$ cat config.mk
export PLATFORM = sky130hd
export DESIGN_NAME = arp_cache_with_request_retry_top
export DESIGN_NICKNAME = d
export VERILOG_FILES = /design/src/sv/arpc_pkg.sv /design/src/sv/arpc_ctrl.sv /design/src/sv/arpc_datapath.sv /design/src/sv/arp_cache_with_request_retry_top.sv
export SDC_FILE = /design/constraint.sdc
export NUM_CORES = 2
export LEC_CHECK = 0
export BUFFER_PORTS_ARGS = -buffer_cell sky130_fd_sc_hd__buf_2
export CORE_ASPECT_RATIO = 1.2
export CORE_MARGIN = 1
export CORE_UTILIZATION = 40
export CTS_CLUSTER_DIAMETER = 40
export CTS_CLUSTER_SIZE = 14
export DETAILED_ROUTE_END_ITERATION = 12
export PLACE_DENSITY = 0.56
export REMOVE_ABC_BUFFERS = 1
export SETUP_SLACK_MARGIN = 0.1
export SLEW_MARGIN = 20
export SYNTH_ARGS = -nofsm -noshare
export SYNTH_HDL_FRONTEND = slang
export SYNTH_SLANG_ARGS = --single-unit
$ cat constraint.sdc
create_clock -name clk -period 10.1 [get_ports clk]
set_input_delay 1.515 -clock clk [delete_from_list [all_inputs] [get_ports clk]]
set_output_delay 1.515 -clock clk [all_outputs]
set_load 0.005 [all_outputs]
$ cat src/sv/arpc_pkg.sv
// Shared codes and controller/datapath interface types for the ARP cache.
// No dependencies.
`timescale 1ns / 1ps
`default_nettype none
package arpc_pkg;

  localparam logic [2:0] FUNC_LOOKUP = 3'd0;
  localparam logic [2:0] FUNC_QUEUE  = 3'd1;
  localparam logic [2:0] FUNC_INSERT = 3'd2;
  localparam logic [2:0] FUNC_TICK   = 3'd3;
  localparam logic [2:0] FUNC_REMOVE = 3'd4;
  localparam logic [2:0] FUNC_CLEAR  = 3'd5;

  localparam logic [2:0] KIND_LOOKUP = 3'd0;
  localparam logic [2:0] KIND_QUEUED = 3'd1;
  localparam logic [2:0] KIND_INSERT = 3'd2;
  localparam logic [2:0] KIND_SEND   = 3'd3;
  localparam logic [2:0] KIND_GIVEUP = 3'd4;
  localparam logic [2:0] KIND_DONE   = 3'd5;

  localparam logic [7:0] CFG_TIMEOUT   = 8'd0;
  localparam logic [7:0] CFG_MAX_SENDS = 8'd1;

  typedef struct packed {
    logic capture;
    logic exec;
    logic emit_res;
    logic idx_clr;
    logic idx_inc;
    logic age_step;
    logic req_emit;
    logic set_done;
  } arpc_cmd_t;

  typedef struct packed {
    logic [2:0] func;
    logic       idx_last_entry;
    logic       idx_last_req;
    logic       req_live;
    logic       out_free;
  } arpc_status_t;

endpackage
`default_nettype wire

$ cat src/sv/arpc_ctrl.sv
// Controller state machine for the ARP cache.
// Depends on arpc_pkg; drives the datapath through arpc_cmd_t.
`timescale 1ns / 1ps
`default_nettype none
module arpc_ctrl
  import arpc_pkg::*;
(
  input  wire logic         clk,
  input  wire logic         rst_n,
  input  wire logic         in_tvalid,
  output logic              in_tready,
  input  wire arpc_status_t status,
  output arpc_cmd_t         cmd
);

  localparam logic [2:0] S_IDLE = 3'd0;
  localparam logic [2:0] S_EXEC = 3'd1;
  localparam logic [2:0] S_EMIT = 3'd2;
  localparam logic [2:0] S_AGE  = 3'd3;
  localparam logic [2:0] S_REQ  = 3'd4;

  logic [2:0] state_r, state_nxt;

  assign in_tready = (state_r == S_IDLE);

  always_comb begin
    state_nxt = state_r;
    cmd       = '0;
    unique case (state_r)
      S_IDLE: begin
        if (in_tvalid) begin
          cmd.capture = 1'b1;
          state_nxt   = S_EXEC;
        end
      end
      S_EXEC: begin
        if (status.func == FUNC_TICK) begin
          cmd.idx_clr = 1'b1;
          state_nxt   = S_AGE;
        end else begin
          cmd.exec  = 1'b1;
          state_nxt = S_EMIT;
        end
      end
      S_EMIT: begin
        if (status.out_free) begin
          cmd.emit_res = 1'b1;
          state_nxt    = S_IDLE;
        end
      end
      S_AGE: begin
        cmd.age_step = 1'b1;
        if (status.idx_last_entry) begin
          cmd.idx_clr = 1'b1;
          state_nxt   = S_REQ;
        end else begin
          cmd.idx_inc = 1'b1;
        end
      end
      S_REQ: begin
        if (!status.req_live || status.out_free) begin
          cmd.req_emit = status.req_live;
          if (status.idx_last_req) begin
            cmd.set_done = 1'b1;
            state_nxt    = S_EMIT;
          end else begin
            cmd.idx_inc = 1'b1;
          end
        end
      end
      default: state_nxt = S_IDLE;
    endcase
  end

  always_ff @(posedge clk) begin
    if (!rst_n) begin
      state_r <= S_IDLE;
    end else begin
      state_r <= state_nxt;
    end
  end

endmodule
`default_nettype wire

$ cat src/sv/arpc_datapath.sv
// Datapath of the ARP cache: tables, config registers, output register.
// Depends on arpc_pkg; commanded by arpc_ctrl.
`timescale 1ns / 1ps
`default_nettype none
module arpc_datapath
  import arpc_pkg::*;
#(
  parameter int CACHE_DEPTH   = 32,
  parameter int REQUEST_DEPTH = 16
) (
  input  wire logic         clk,
  input  wire logic         rst_n,
  input  wire arpc_cmd_t    cmd,
  output arpc_status_t      status,
  input  wire logic [2:0]   in_func,
  input  wire logic [31:0]  in_ip,
  input  wire logic [47:0]  in_mac,
  input  wire logic         cfg_valid,
  input  wire logic [7:0]   cfg_index,
  input  wire logic [15:0]  cfg_data,
  output logic              out_valid,
  input  wire logic         out_ready,
  output logic [2:0]        out_kind,
  output logic              out_hit,
  output logic [4:0]        out_slot,
  output logic [31:0]       out_ip,
  output logic [47:0]       out_mac,
  output logic              out_full,
  output logic              out_last
);

  localparam int EW    = $clog2(CACHE_DEPTH);
  localparam int RW    = (REQUEST_DEPTH > 1) ? $clog2(REQUEST_DEPTH) : 1;
  localparam int MAXD  = (CACHE_DEPTH > REQUEST_DEPTH) ? CACHE_DEPTH : REQUEST_DEPTH;
  localparam int IW    = $clog2(MAXD);

  logic [15:0] timeout_r;
  logic [7:0]  max_sends_r;

  logic [2:0]  func_r;
  logic [31:0] ip_r;
  logic [47:0] mac_r;

  logic [CACHE_DEPTH-1:0]   entry_valid_r;
  logic [31:0]              entry_ip_r   [CACHE_DEPTH];
  logic [15:0]              entry_age_r  [CACHE_DEPTH];
  logic [47:0]              entry_mac_mem[CACHE_DEPTH];
  logic [47:0]              mac_rd_r;
  logic [REQUEST_DEPTH-1:0] req_valid_r;
  logic [31:0]              req_ip_r     [REQUEST_DEPTH];
  logic [7:0]               req_sends_r  [REQUEST_DEPTH];

  logic [IW-1:0] idx_r;

  logic [2:0] res_kind_r;
  logic       res_hit_r;
  logic [4:0] res_slot_r;
  logic       res_full_r;

  logic [CACHE_DEPTH-1:0]   e_match, e_free;
  logic [REQUEST_DEPTH-1:0] r_match, r_free;
  logic [IW-1:0] e_idx, f_idx, r_idx, q_idx;
  logic          e_hit, f_hit, r_hit, q_hit;

  logic [EW-1:0] e_at;
  logic [RW-1:0] r_at;

  function automatic logic [4:0] to_slot(input logic [IW-1:0] v);
    logic [IW+4:0] t;
    t = {5'd0, v};
    return t[4:0];
  endfunction

  always_comb begin
    for (int i = 0; i < CACHE_DEPTH; i++) begin
      e_match[i] = entry_valid_r[i] && (entry_ip_r[i] == ip_r);
      e_free[i]  = !entry_valid_r[i];
    end
    for (int i = 0; i < REQUEST_DEPTH; i++) begin
      r_match[i] = req_valid_r[i] && (req_ip_r[i] == ip_r);
      r_free[i]  = !req_valid_r[i];
    end
  end

  always_comb begin
    e_idx = '0;
    f_idx = '0;
    for (int i = CACHE_DEPTH - 1; i >= 0; i--) begin
      if (e_match[i]) e_idx = IW'(i);
      if (e_free[i])  f_idx = IW'(i);
    end
    r_idx = '0;
    q_idx = '0;
    for (int i = REQUEST_DEPTH - 1; i >= 0; i--) begin
      if (r_match[i]) r_idx = IW'(i);
      if (r_free[i])  q_idx = IW'(i);
    end
  end

  assign e_hit = |e_match;
  assign f_hit = |e_free;
  assign r_hit = |r_match;
  assign q_hit = |r_free;
  assign e_at  = idx_r[EW-1:0];
  assign r_at  = idx_r[RW-1:0];

  assign status.func           = func_r;
  assign status.idx_last_entry = (idx_r == IW'(CACHE_DEPTH - 1));
  assign status.idx_last_req   = (idx_r == IW'(REQUEST_DEPTH - 1));
  assign status.req_live       = req_valid_r[r_at];
  assign status.out_free       = !out_valid || out_ready;

  // config
  always_ff @(posedge clk) begin
    if (!rst_n) begin
      timeout_r   <= 16'd30;
      max_sends_r <= 8'd5;
    end else if (cfg_valid) begin
      if (cfg_index == CFG_TIMEOUT)   timeout_r   <= cfg_data;
      if (cfg_index == CFG_MAX_SENDS) max_sends_r <= cfg_data[7:0];
    end
  end

  // item capture and index counter
  always_ff @(posedge clk) begin
    if (cmd.capture) begin
      func_r <= in_func;
      ip_r   <= in_ip;
      mac_r  <= in_mac;
    end
    if (!rst_n) begin
      idx_r <= '0;
    end else if (cmd.idx_clr) begin
      idx_r <= '0;
    end else if (cmd.idx_inc) begin
      idx_r <= idx_r + 1'b1;
    end
  end

  // MAC store, registered read at the lowest match
  always_ff @(posedge clk) begin
    mac_rd_r <= entry_mac_mem[e_idx[EW-1:0]];
    if (cmd.exec && func_r == FUNC_INSERT && f_hit) begin
      entry_mac_mem[f_idx[EW-1:0]] <= mac_r;
    end
  end

  // cache entries
  always_ff @(posedge clk) begin
    if (!rst_n) begin
      entry_valid_r <= '0;
    end else if (cmd.exec && func_r == FUNC_CLEAR) begin
      entry_valid_r <= '0;
    end else if (cmd.exec && func_r == FUNC_INSERT && f_hit) begin
      entry_valid_r[f_idx[EW-1:0]] <= 1'b1;
    end else if (cmd.age_step && entry_valid_r[e_at]) begin
      if (entry_age_r[e_at] >= timeout_r) entry_valid_r[e_at] <= 1'b0;
    end
    if (cmd.exec && func_r == FUNC_INSERT && f_hit) begin
      entry_ip_r[f_idx[EW-1:0]]  <= ip_r;
      entry_age_r[f_idx[EW-1:0]] <= 16'd0;
    end else if (cmd.age_step && entry_valid_r[e_at]
                 && entry_age_r[e_at] < timeout_r) begin
      entry_age_r[e_at] <= entry_age_r[e_at] + 16'd1;
    end
  end

  // pending requests
  always_ff @(posedge clk) begin
    if (!rst_n) begin
      req_valid_r <= '0;
    end else if (cmd.exec && func_r == FUNC_CLEAR) begin
      req_valid_r <= '0;
    end else if (cmd.exec && func_r == FUNC_QUEUE && !r_hit && q_hit) begin
      req_valid_r[q_idx[RW-1:0]] <= 1'b1;
    end else if (cmd.exec && func_r == FUNC_REMOVE && r_hit) begin
      req_valid_r[r_idx[RW-1:0]] <= 1'b0;
    end else if (cmd.req_emit && req_sends_r[r_at] >= max_sends_r) begin
      req_valid_r[r_at] <= 1'b0;
    end
    if (cmd.exec && func_r == FUNC_QUEUE && !r_hit && q_hit) begin
      req_ip_r[q_idx[RW-1:0]]    <= ip_r;
      req_sends_r[q_idx[RW-1:0]] <= 8'd0;
    end else if (cmd.req_emit && req_sends_r[r_at] < max_sends_r
                 && req_sends_r[r_at] != 8'hFF) begin
      req_sends_r[r_at] <= req_sends_r[r_at] + 8'd1;
    end
  end

  // pending result
  always_ff @(posedge clk) begin
    if (cmd.set_done) begin
      res_kind_r <= KIND_DONE;
      res_hit_r  <= 1'b0;
      res_slot_r <= 5'd0;
      res_full_r <= 1'b0;
    end else if (cmd.exec) begin
      res_hit_r  <= 1'b0;
      res_slot_r <= 5'd0;
      res_full_r <= 1'b0;
      unique case (func_r)
        FUNC_LOOKUP: begin
          res_kind_r <= KIND_LOOKUP;
          res_hit_r  <= e_hit;
          res_slot_r <= e_hit ? to_slot(e_idx) : 5'd0;
        end
        FUNC_QUEUE: begin
          res_kind_r <= KIND_QUEUED;
          if (r_hit)      res_slot_r <= to_slot(r_idx);
          else if (q_hit) res_slot_r <= to_slot(q_idx);
          else            res_full_r <= 1'b1;
        end
        FUNC_INSERT: begin
          res_kind_r <= KIND_INSERT;
          res_hit_r  <= r_hit;
          res_slot_r <= f_hit ? to_slot(f_idx) : 5'd0;
          res_full_r <= !f_hit;
        end
        FUNC_REMOVE: begin
          res_kind_r <= KIND_DONE;
          res_hit_r  <= r_hit;
          res_slot_r <= r_hit ? to_slot(r_idx) : 5'd0;
        end
        default: res_kind_r <= KIND_DONE;
      endcase
    end
  end

  // output register
  always_ff @(posedge clk) begin
    if (!rst_n) begin
      out_valid <= 1'b0;
    end else if (cmd.emit_res || cmd.req_emit) begin
      out_valid <= 1'b1;
    end else if (out_ready) begin
      out_valid <= 1'b0;
    end
    if (cmd.emit_res) begin
      out_kind <= res_kind_r;
      out_hit  <= res_hit_r;
      out_slot <= res_slot_r;
      out_ip   <= 32'd0;
      out_mac  <= (res_kind_r == KIND_LOOKUP && res_hit_r) ? mac_rd_r : 48'd0;
      out_full <= res_full_r;
      out_last <= 1'b1;
    end else if (cmd.req_emit) begin
      out_kind <= (req_sends_r[r_at] >= max_sends_r) ? KIND_GIVEUP : KIND_SEND;
      out_hit  <= 1'b0;
      out_slot <= to_slot(idx_r);
      out_ip   <= req_ip_r[r_at];
      out_mac  <= 48'd0;
      out_full <= 1'b0;
      out_last <= 1'b0;
    end
  end

endmodule
`default_nettype wire

$ cat src/sv/arp_cache_with_request_retry_top.sv
// ARP cache with aging and pending-request retry.
// Channels: in_* carries one operation per item (in_tuser = func,
// in_tdata = ip_addr, mac_addr); out_* carries result items
// (out_tuser = kind, out_tlast = final result of the operation);
// cfg_* writes entry_timeout_ticks (index 0) and max_sends (index 1).
// Lookup, queue, insert, remove, clear and unused codes each give one
// result; an item passes through the execute and emit states after accept,
// and the next item is taken after the result is loaded into the output register.
// A tick walks the cache one entry per cycle, then the request table one
// slot per cycle while the receiver does not stall, ending with a done result.
// Reset (rst_n low, synchronous) invalidates all entries and requests and
// loads timeout 30, max_sends 5. If the receiver stalls, the output
// register holds its item and the walk waits.
// Depends on arpc_pkg, arpc_ctrl, arpc_datapath.
`timescale 1ns / 1ps
`default_nettype none
module arp_cache_with_request_retry_top
  import arpc_pkg::*;
#(
  parameter int CACHE_DEPTH   = 32,
  parameter int REQUEST_DEPTH = 16
) (
  input  wire logic         clk,
  input  wire logic         rst_n,
  input  wire logic         in_tvalid,
  output logic              in_tready,
  input  wire logic [79:0]  in_tdata,   // ip_addr[31:0], mac_addr[79:32]
  input  wire logic [2:0]   in_tuser,   // func
  output logic              out_tvalid,
  input  wire logic         out_tready,
  output logic [87:0]       out_tdata,  // hit, slot, result_ip, result_mac, table_full, pad
  output logic [2:0]        out_tuser,  // kind
  output logic              out_tlast,
  input  wire logic         cfg_valid,
  output logic              cfg_ready,
  input  wire logic [7:0]   cfg_index,
  input  wire logic [15:0]  cfg_data
);

  arpc_cmd_t    cmd;
  arpc_status_t status;
  logic         o_hit, o_full;
  logic [4:0]   o_slot;
  logic [31:0]  o_ip;
  logic [47:0]  o_mac;

  assign cfg_ready = 1'b1;
  assign out_tdata = {1'b0, o_full, o_mac, o_ip, o_slot, o_hit};

  arpc_ctrl u_ctrl (
    .clk       (clk),
    .rst_n     (rst_n),
    .in_tvalid (in_tvalid),
    .in_tready (in_tready),
    .status    (status),
    .cmd       (cmd)
  );

  arpc_datapath #(
    .CACHE_DEPTH   (CACHE_DEPTH),
    .REQUEST_DEPTH (REQUEST_DEPTH)
  ) u_dp (
    .clk       (clk),
    .rst_n     (rst_n),
    .cmd       (cmd),
    .status    (status),
    .in_func   (in_tuser),
    .in_ip     (in_tdata[31:0]),
    .in_mac    (in_tdata[79:32]),
    .cfg_valid (cfg_valid),
    .cfg_index (cfg_index),
    .cfg_data  (cfg_data),
    .out_valid (out_tvalid),
    .out_ready (out_tready),
    .out_kind  (out_tuser),
    .out_hit   (o_hit),
    .out_slot  (o_slot),
    .out_ip    (o_ip),
    .out_mac   (o_mac),
    .out_full  (o_full),
    .out_last  (out_tlast)
  );

endmodule
`default_nettype wire

Word level (Yosys, flattened, before mapping)
Memories as Yosys holds them, arrays and structs flattened. A register that Yosys moved wholly into a read port is not among the register bits. Cells that the tools add are included.

Bits in read-only memories: 0. Memories: 5. Flip-flop bits (word level): 233. Bits in latches: 0. Output and inout bits: 95. Bits of input ports: 112. Memory bits (writable): 3712. Word-level logic and storage cells: 445.

Order comparisons: 14. Add/sub/neg operators: 3. Bitwise operators: 9. Reductions and logical operators: 144. Divide/modulo/power cells: 0. Multiply operators: 0. Multiplexer cells: 184. Shift-type cells: 0. Equality and inequality tests: 66.

Memories: u_dp.entry_mac_mem (depth 32, bits a word 48, rd ports 1, clocked after Yosys merged registers in 1, wr ports 1, line arpc_datapath.sv:47) `logic [47:0] entry_mac_mem[CACHE_DEPTH];`; u_dp.entry_ip_r (depth 32, bits a word 32, rd ports 32, clocked after Yosys merged registers in 0, wr ports 1, line arpc_datapath.sv:45) `logic [31:0] entry_ip_r [CACHE_DEPTH];`; u_dp.entry_age_r (depth 32, bits a word 16, rd ports 1, clocked after Yosys merged registers in 1, wr ports 1, line arpc_datapath.sv:46) `logic [15:0] entry_age_r [CACHE_DEPTH];`; u_dp.req_ip_r (depth 16, bits a word 32, rd ports 17, clocked after Yosys merged registers in 1, wr ports 1, line arpc_datapath.sv:50) `logic [31:0] req_ip_r [REQUEST_DEPTH];`; u_dp.req_sends_r (depth 16, bits a word 8, rd ports 1, clocked after Yosys merged registers in 1, wr ports 1, line arpc_datapath.sv:51) `logic [7:0] req_sends_r [REQUEST_DEPTH];`.

Operators with widths (number): 32-bit equality test (48); 5-bit 2-to-1 mux (72); 4-bit 2-to-1 mux (37); 48-bit 2-to-1 mux (3); 32-bit 2-to-1 mux (3); 1-bit logical AND (67); 16-bit 2-to-1 mux (4); 32-bit OR reduction (2); 1-bit zero test (52); 16-bit OR reduction (3); 1-bit 2-to-1 mux (40); 16-bit bitwise AND (2); 32-bit bitwise AND (1); 16-bit inverter (2); 32-bit inverter (1); 32-bit bitwise OR (1); 3-bit 2-to-1 mux (8); 5-bit case mux with 4 select lines (1); 16-bit by 1-bit adder with 16-bit output, second input constant (1); 16-bit greater-or-equal comparator (1); 16-bit < comparator (1); 16-bit bitwise OR (1); 4-bit by 5-bit < comparator with 1-bit output, second input constant (3); 3-bit case mux with 5 select lines (1); other kinds (34) (65).

Longest topological paths before layout
Word-level depth: 38. Mapped depth: 21. Mapped depth without buffers: 18.

Modules after synthesis
A second synthesis with hierarchy kept.

Cell total of the unflattened synthesis: 9945. Area, all modules: 169750.3 µm².

By module, submodules not included: arpc_datapath (area each 169402.5 µm², cells an instance 9896, times used 1, seq. area each 119184.3 µm²); arpc_ctrl (area each 310.3 µm², cells an instance 43, times used 1, seq. area each 60.1 µm²); arp_cache_with_request_retry_top (area each 37.5 µm², cells an instance 6, times used 1, seq. area each 0.0 µm²).

Worst setup path after synthesis
Ideal clock, no wire load.

Path type: register -> register. From: reg (tool-made name). To: mem u_dp.entry_age_r[17][0], enable pin. Path buffers: 6. Cell stages (with the launch flop): 20. Data arrival time: 6.617 ns. Setup slack: 3.074 ns. Required time: 9.691 ns. Library setup time: 0.409 ns. Clock period less this slack: 7.026 ns. Cell sequence: dfxtp_1 clkbuf_1 buf_2 clkbuf_1 clkbuf_1 buf_1 mux4_2 mux4_2 mux2i_1 inv_1 ha_1 nand4_1 nor2_1 o21ai_0 a21oi_1 o22ai_1 nand2_1 mux2_2 buf_1 nor3_1.

RTL lines (line): end: declaration (arpc_datapath.sv:46).

==> results by group <==
Worst setup path
  – Crit-path max cell delay: ~900 ps
  – Critical Path Sink Type: flop
  – Cells on worst reg2reg path: 17
  – Crit Path Class: flop to flop
  – R2R Setup Slk: 2300 ps
  – CP Max Fanout: 56
  – Reg-to-Reg End: u_dp.entry_age_r[4][7]
  – Crit-path most repeated cell: o21a_1
  – Worst path cell trace: buf_4, mux4_2, mux4_2, mux2_2, ha_1, nor2b_1, o21a_1, o21a_1, o21a_1, o21a_1, o21ai_0, a21oi_1, o22ai_1, nand2_1, mux2_2, nand2b_1, nor2_2
  – Critical path's slowest cell: dfxtp_4
  – Critical path data required time: ~11,000 ps
  – CP arrival: around 8400 ps
  – CP Launch Type: flop

Clock network
  – CTS Sinks: 4,030
  – CTS tree: yes
  – PostCTS Resize Cnt: 0
  – CTS H-tree lvls: 6
  – Latest clock arrival within the worst-skew pair: 1070 ps
  – Postcts setup bufs: 0
  – Hold-fix buffers, CTS: 0
  – Reg clk slew, reported paths: 60 ps
  – Clock root cell: clkbuf_16
  – Total CTS buffers: ~520
  – CTS max path bufs: 4

Synthesis
  – Ys async rst share: 0%
  – Synth area leaders: edfxtp_1, mux4_2, xor2_1
  – Share of the synthesized area in the top cell type: 67.6%
  – Yosys top cell by area: edfxtp_1
  – Number of synthesized flops with an enable pin: slightly below 4,000
  – Top FF cell, synth: edfxtp_1
  – Synth Instances: 10,972
  – Count of different cell masters after synthesis: 91
  – #FFs+latches synth: 4,030
  – Seq/Total Area, Yosys: a little over two thirds
  – Synth Area per Inst: around 16 um2
  – Synthesized area: approximately 170,000 um2
  – YS warnings: 0

Route
  – WL final: around 540,000 um
  – ANT nets after route: 0
  – DR iter-0 viols: between 9,000 and 10,000
  – Routed len/inst: 30.6 um
  – Vias: around 100k
  – TritonRoute pass-1 iters: 7
  – Via density per instance: roughly 5.8
  – DRC viols: 0

Power and ir drop
  – Peak VDD IR: around 0.21 mV
  – Total chip power: about 40 mW
  – Static Leakage: 61.2 nW
  – Power Dens Cells: 202 nW/um2

Global route
  – Tot GR Track Use: 24.4%
  – Initial antenna violation count: 28
  – Largest net degree at the start of global routing: ~150
  – Total grt overflow: 0
  – First-pass GRT wire length: about 760,000 um
  – Vias in the first global route: 101,956

STA
  – Final hold vios: 0
  – Max frequency: about 130 MHz
  – Fin. max-slew vios: 0
  – Slew of the pin with the lowest slew margin: between 1000 and 1500 ps
  – Period utilisation layout: between 70 and 80%
  – RSZ-0062 raised after global routing: false
  – Finish-stage setup viols: 0
  – Min cycle time layout: slightly below 8000 ps
  – Rel. slew slack: about 17%
  – PnR worst setup slack: 2300 ps
  – Clk_skew: roughly 83 ps

Cells and area
  – Fin util: a little under half
  – Area growth from synthesis to layout: 15.4%
  – Share of layout cells above drive strength 1: between 15 and 20%
  – Fin area: just under 200,000 um2
  – Final #Nets: 11,562
  – Final-layout fill cell count: 36,586

Run
  – Max Cap Viol: 0

Status
  – Status: complete, no violations

Placement
  – Placer Congestion: 0.946
  – Buffers on Ports: 204
  – Setup WS pre-CTS: 2400 ps
  – Dpl cell area: around 180,000 um2
  – DP HPWL: ~320,000 um

Min path
  – Hold Crit Depth: 1
  – Hold EP: u_dp.out_last
  – Min-Delay Path Class: flop to flop
  – Min-delay src: u_dp.out_last

Die
  – Die Wd: 599 um
  – Core footprint: 425,000 um2
  – Ports: slightly above 200
  – Die ar.: 431,000 um2
  – Rows: 262
  – Initial core utilization: between 40% and 50%
  – DIE HEIGHT: ~700 um
[where the power goes]
| group | internal (mW) | switching (mW) | total [mW] |
|---|---|---|---|
| combinational | 0.570 | 1.40 | 1.97 |
| sequential | 18.5 | 0.245 | 18.8 |
| clock | 11.6 | 7.64 | 19.2 |
| total | 30.6 | 9.28 | 39.9 |
[cells by family after synthesis]
kind of cell / share of synthesized area, %
AO/OA/AOI/OAI: 3.83
XOR/XNOR: 7.95
adder cells (fa/ha/maj): 0.240
buffers and inverters: 2.31
flip-flops: 69.7
multiplexers: 7.26
other: 0.00439
AND/OR/NAND/NOR: 8.75
[flip-flops by register name (all words and copies together), names as in the netlist, 16 cells and up, named ones only]
register            flops
u_dp.mac_rd_r          48
u_dp.out_ip            32
u_dp.timeout_r         16
u_dp.ip_r              32
u_dp.entry_mac_mem   1536
u_dp.mac_r             48
u_dp.req_valid_r       16
u_dp.out_mac           48
u_dp.req_sends_r      128
u_dp.entry_ip_r      1024
u_dp.entry_age_r      512
u_dp.req_ip_r         512
u_dp.entry_valid_r     32
[placed cells by master (no fill, tap or decap), drive strengths merged, types with 54 or more instances in the layout]
cell    netlist  layout
o31ai       138     138
nand4       310     310
nand2       923     923
nor3        137     137
inv         238     339
nor2        185     185
buf         359     509
o21ai       227     227
bufinv        0      54
clkinv        1     157
mux4        375     375
dfxtp       177     177
edfxtp     3853    3853
and2         65      65
a21oi       140     140
nand3       299     299
clkbuf      230     603
mux2i       278     278
xnor2       629     629
mux2        106     106
nor4        603     603
xor2        925     925
[final cells by class]
| cell class | count | area [um2] | share of cell area [%] |
|---|---|---|---|
| antenna | 8 | 20.0 | 0.0101 |
| clock buffer | 603 | 14000 | 7.09 |
| clock inverter | 354 | 4100 | 2.08 |
| inverter | 239 | 975 | 0.493 |
| multi-input combinational | 6114 | 48400 | 24.5 |
| sequential | 4030 | 119000 | 60.4 |
| tap | 5676 | 7100 | 3.59 |
| timing repair buffer | 509 | 3690 | 1.87 |
[cell usage after synthesis (all sizes together) (11+ instances only)]
library cell  instances
a2111oi              53
a21o                 11
a21oi               140
a22oi                52
a31oi                13
a32o                 47
a32oi                49
and2                 65
and3                 24
buf                 359
clkbuf              230
dfxtp               177
edfxtp             3853
ha                   32
inv                 238
mux2                106
mux2i               278
mux4                375
nand2               923
nand2b               49
nand3               299
nand4               310
nand4b               53
nor2                185
nor2b                48
nor3                137
nor3b                14
nor4                603
nor4b                27
o2111ai              49
o211ai               15
o21ai               227
o22ai                49
o31ai               138
or2                  20
or3                  17
or3b                 17
or4                  46
xnor2               629
xor2                925
[worst max-delay path by stage]
stage / start / endpoint / slack [ps] / cells after the start
finish: flop / u_dp.entry_age_r[4][7] / 2300 / 17
global route: flop / u_dp.entry_age_r[4][7] / 2060 / 16
CTS: flop / u_dp.entry_age_r[4][7] / 2350 / 16
detailed placement: flop / u_dp.entry_age_r[18][11] / 2400 / 16
global placement: flop / u_dp.entry_age_r[6][13] / 2330 / 17
floorplan: u_dp.ip_r[27] / u_dp.mac_rd_r[36] / -12910 / 12
[per-layer routing]
layer / part of all wire [%] / up-vias / global-route usage (%)
met2: 50 / 4152 / 42.0
met3: 6.0 / 1132 / 3.29
met4: 4.7 / 4 / 10.1
li1: - / 43518 / -
met5: 0.0041 / - / 0
met1: 39 / 52514 / 30.8
[critical path, delay by kind of cell, from the launching register on]
kind                       cells  cell delay (ps)
and+or+nand+nor                4             1800
buffers and inverters          1              660
AOI/OAI and AO/OA              7             1590
adders and majority gates      1              310
muxes                          4             1990
DFF                            1              910
[through the flow]
stage | setup TNS (ps) | hold slack (ps) | instances
detailed placement | 0 | 435 | 16563
floorplan | -2062960 | 428 | 10383
CTS | 0 | 448 | 17520
global route | 0 | 465 | 17526
finish | 0 | 442 | 17533
global placement | 0 | 433 | 16563
No activity file was read; power rests on OpenSTA's default activity.
